<file path="src/rtl/core/sfrt_div.sv">
// ----------------------------------------------------------------------------
// sfrt_div
// restoring divider, 64 bit dividend by a narrow divisor, one bit a cycle
// ----------------------------------------------------------------------------
module sfrt_div #(
  parameter int DW = 4
) (
  input  logic          clk,
  input  logic          rst_n,
  input  logic          start,
  input  logic [63:0]   dividend,
  input  logic [DW-1:0] divisor,
  output logic          busy,
  output logic          done,
  output logic [63:0]   quotient
);

  logic [63:0]   q_r;
  logic [DW-1:0] rem_r;
  logic [DW-1:0] dvs_r;
  logic [5:0]    cnt_r;
  logic          busy_r;
  logic          done_r;
  logic [DW:0]   trial;
  logic          fits;

  assign trial = {rem_r, q_r[63]};
  assign fits  = trial >= {1'b0, dvs_r};

  always_ff @(posedge clk) begin
    if (!rst_n) begin
      busy_r <= 1'b0;
      done_r <= 1'b0;
      cnt_r  <= '0;
    end else begin
      done_r <= 1'b0;
      if (start) begin
        busy_r <= 1'b1;
        cnt_r  <= '0;
        q_r    <= dividend;
        rem_r  <= '0;
        dvs_r  <= divisor;
      end else if (busy_r) begin
        // remainder stays below the divisor, so it fits DW bits
        rem_r <= fits ? DW'(trial - {1'b0, dvs_r}) : trial[DW-1:0];
        q_r   <= {q_r[62:0], fits};
        cnt_r <= cnt_r + 6'd1;
        if (cnt_r == 6'd63) begin
          busy_r <= 1'b0;
          done_r <= 1'b1;
        end
      end
    end
  end

  assign busy     = busy_r;
  assign done     = done_r;
  assign quotient = q_r;

endmodule

</file>
<file path="config.mk">
export PLATFORM = sky130hd
export DESIGN_NAME = sfrt_div
export DESIGN_NICKNAME = d
export VERILOG_FILES = /design/src/rtl/core/sfrt_div.sv
export SDC_FILE = /design/constraint.sdc
export NUM_CORES = 1
export LEC_CHECK = 0
export ABC_AREA = 1
export BUFFER_PORTS_ARGS = -buffer_cell sky130_fd_sc_hd__buf_2
export CAP_MARGIN = 10
export CORE_ASPECT_RATIO = 1.25
export CORE_UTILIZATION = 35
export CTS_CLUSTER_SIZE = 20
export DETAILED_ROUTE_END_ITERATION = 12
export SLEW_MARGIN = 15
export SYNTH_ARGS = -nofsm -noshare
export SYNTH_HDL_FRONTEND = slang
export SYNTH_SLANG_ARGS = --single-unit
</file>
<file path="constraint.sdc">
create_clock -name clk -period 3.4 [get_ports clk]
set_clock_uncertainty 0.15 [all_clocks]
set_input_delay 0.68 -clock clk [delete_from_list [all_inputs] [get_ports clk]]
set_output_delay 0.68 -clock clk [all_outputs]
set_load 0.02 [all_outputs]
</file>
==> impl_metrics.toml <==
[run_status]
outcome = "finished clean"

[synth]
yosys_warnings = 0
syn-cell-area_mm2 = 0.00351
ys_seq_elements = 80
synth_most_common_cell = "nand2_1"
async_flop_share_pct = 0
yosysTopAreaCell = "edfxtp_1"
syn_inst = 359
synth_area_leaders = "edfxtp_1 62%, nand2_1 22%, dfxtp_1 4.6%"
synth_top_area_share_pct = 61.5
synth_fa_ha_area_share_pct = 2.35
synth_compound_area_share_pct = 2.17
synth.distinct_cells = 25
synth-main-ff-cell = "edfxtp_1"
synthTopCellsByCount = "205 x nand2_1, 72 x edfxtp_1, 14 x inv_1"
synth_seq_area_share_pct = 66.1
synth_edf_count = 72
synthMuxAreaShare_pct = 0
synth.avg_cell_area_um2 = 9.79
synth_xor_area_share_pct = 0.499
synth_top_family_by_area = "simple AND/OR/NAND/NOR gates"
syn-num-nets = 436
synthSimpleGateAreaFrac_pct = 25.5

[die]
die_w_um = 91.6
io_pins = 137
row_count = 40
core_mm2 = 0.00966
dieArea_mm2 = 0.0104
initial_core_util_pct = 36.4
die_h_um = 114

[power_and_ir_drop]
powerDensity_mw_per_mm2 = 553
vdd_drop_max_mv = 0.238
p_leak_nw = 2.24

[clock_tree]
ctsRootBufferMaster = "clkbuf_16"
clk_pin_slew_ns = 0.06
numCtsBuffers = 9
cts_setup_buffers = 0
clock_latency_ns = 0.33
cts.htree.levels = 3
cts_hold_buf = 0
cts_sinks = 80
tritoncts = "built"
clockBufferDepth = 2
cts_resized = 0

[final_layout]
diodes = 0
final_nets = 571
area_growth_pct = 30.7
multi_input_area_mm2 = 0.00108
fillCellCount = 939
drive_gt1_share_pct = 31.3
regArea_mm2 = 0.00232
stdcell_area_mm2 = 0.00459

[sta]
slew_violations = 0
max_slew_margin_pct = 38.5
tns_ns = 0
hold_viol = 0
setup_viol_count_final = 0
worst_pin_slew_ns = 0.922
finalCriticalPeriod_ns = 1.91
post-route-period-util_pct = 56.0
fmax_mhz = 525
rsz0062_at_grt = "false"

[worst_setup_path]
crit_path_end_kind = "register"
cp-start-kind = "register"
crit_required_ns = 3.20
arrival_ns = 1.71
crit_path_max_incr_delay_ns = 0.70
crit_slowest_cell = "nand2_4"
crit_type = "reg -> reg"
r2r_start = "busy"
crit_path_max_fanout = 69
crit_start = "busy"
path_cells = "nand2_1 -> nand2_4"

[route]
drt_iter0_markers = 155
post_drt_wl_per_cell_um = 12.5
first_pass_iters = 4
routed_wl_um = 7810
postRouteAntennaNets = 0
drc = 0
vias = 2861
via_per_inst = 4.58

[global_route]
grt_pass1_vias = 2700
antenna_found_initial = 0
grt-ovfl-total = 0
grt_pass1_wl_um = 12300
grt_max_degree = 70
grt.total_usage_pct = 15.2

[hold_path]
hp-start = "cnt_r[5]"
worstHoldPathType = "reg -> reg"

[placed_design]
placed_area_mm2 = 0.00431
port_buffers = 136
routabilityCongestion = 0.775
dpl.hpwl_um = 5220

[run]
cap_violations = 0
[worst max-delay path, delay by kind of cell (launching register included)]
kind / cells / cell delay, ns
simple gates: 2 / 0.86
flops: 1 / 0.47
[routing by layer]
metal	part of all wire, %	track usage (%)	vias to the layer above
met1	43	18.1	1308
met4	2.3	8.25	0
li1	-	-	1434
met3	6.2	3.60	13
met2	49	25.3	106
met5	0	0	-
[stage by stage]
| stage | total power [mW] | worst slack, ns | util (%) | hold WS [ns] | cells |
|---|---|---|---|---|---|
| CTS | 2.57 | 1.46 | 47.5 | 0.325 | 625 |
| global placement | 1.63 | 1.21 | 44.6 | 0.312 | 609 |
| detailed placement | 1.63 | 1.17 | 44.6 | 0.317 | 609 |
| finish | 2.54 | 1.49 | 47.5 | 0.328 | 625 |
| global route | 2.65 | 1.37 | 47.5 | 0.357 | 625 |
| floorplan | 1.48 | 0.603 | - | 0.297 | 359 |
[cells in the final DEF, fill, tap and decap left out, types with 2 or more instances in the layout]
cell	n
clkinv_2	3
dfxtp_1	8
xor2_1	2
clkbuf_1	3
nand3_1	6
buf_2	136
edfxtp_1	72
inv_1	14
nand2_2	2
a31oi_1	3
a21oi_1	4
clkbuf_16	9
nor2_1	9
nand2_1	204
nor3_1	3
ha_1	5
buf_4	2
o21ai_0	2
[cell families after synthesis]
family / Yosys count
buffers and inverters: 29
adder cells (fa/ha/maj): 6
AND/OR/NAND/NOR: 229
XOR/XNOR: 2
flip-flops: 80
AO/OA/AOI/OAI: 13
[power by group]
| part | total, mW | leakage, nW | switching [mW] | internal [mW] |
|---|---|---|---|---|
| sequential | 1.22 | 0.766 | 0.0429 | 1.18 |
| combinational | 0.384 | 1.33 | 0.253 | 0.131 |
| clock | 0.931 | 0.140 | 0.365 | 0.566 |
[cell type report]
cell class                 count  share of cell area (%)
clock buffer                  12                    5.15
clock inverter                 4                   0.981
inverter                      15                    1.23
multi-input combinational    250                    23.5
sequential                    80                    50.6
tap                          126                    3.43
timing repair buffer         138                    15.1
[state kept, by name, indices dropped and copies added, names as in the netlist]
name and flops:
rem_r 4, busy 1, dvs_r 4, done 1, cnt_r 6, quotient 64
[final timing paths]
| path | depth (start not counted) | slack (ns) | endpoint |
|---|---|---|---|
| max reg2reg | 2 | 1.49 | quotient[22] |
| min reg2reg | 2 | 0.33 | cnt_r[5] |
| max | 2 | 1.49 | quotient[22] |
| min | 2 | 0.33 | cnt_r[5] |
Power figures use the tool's default switching activity.
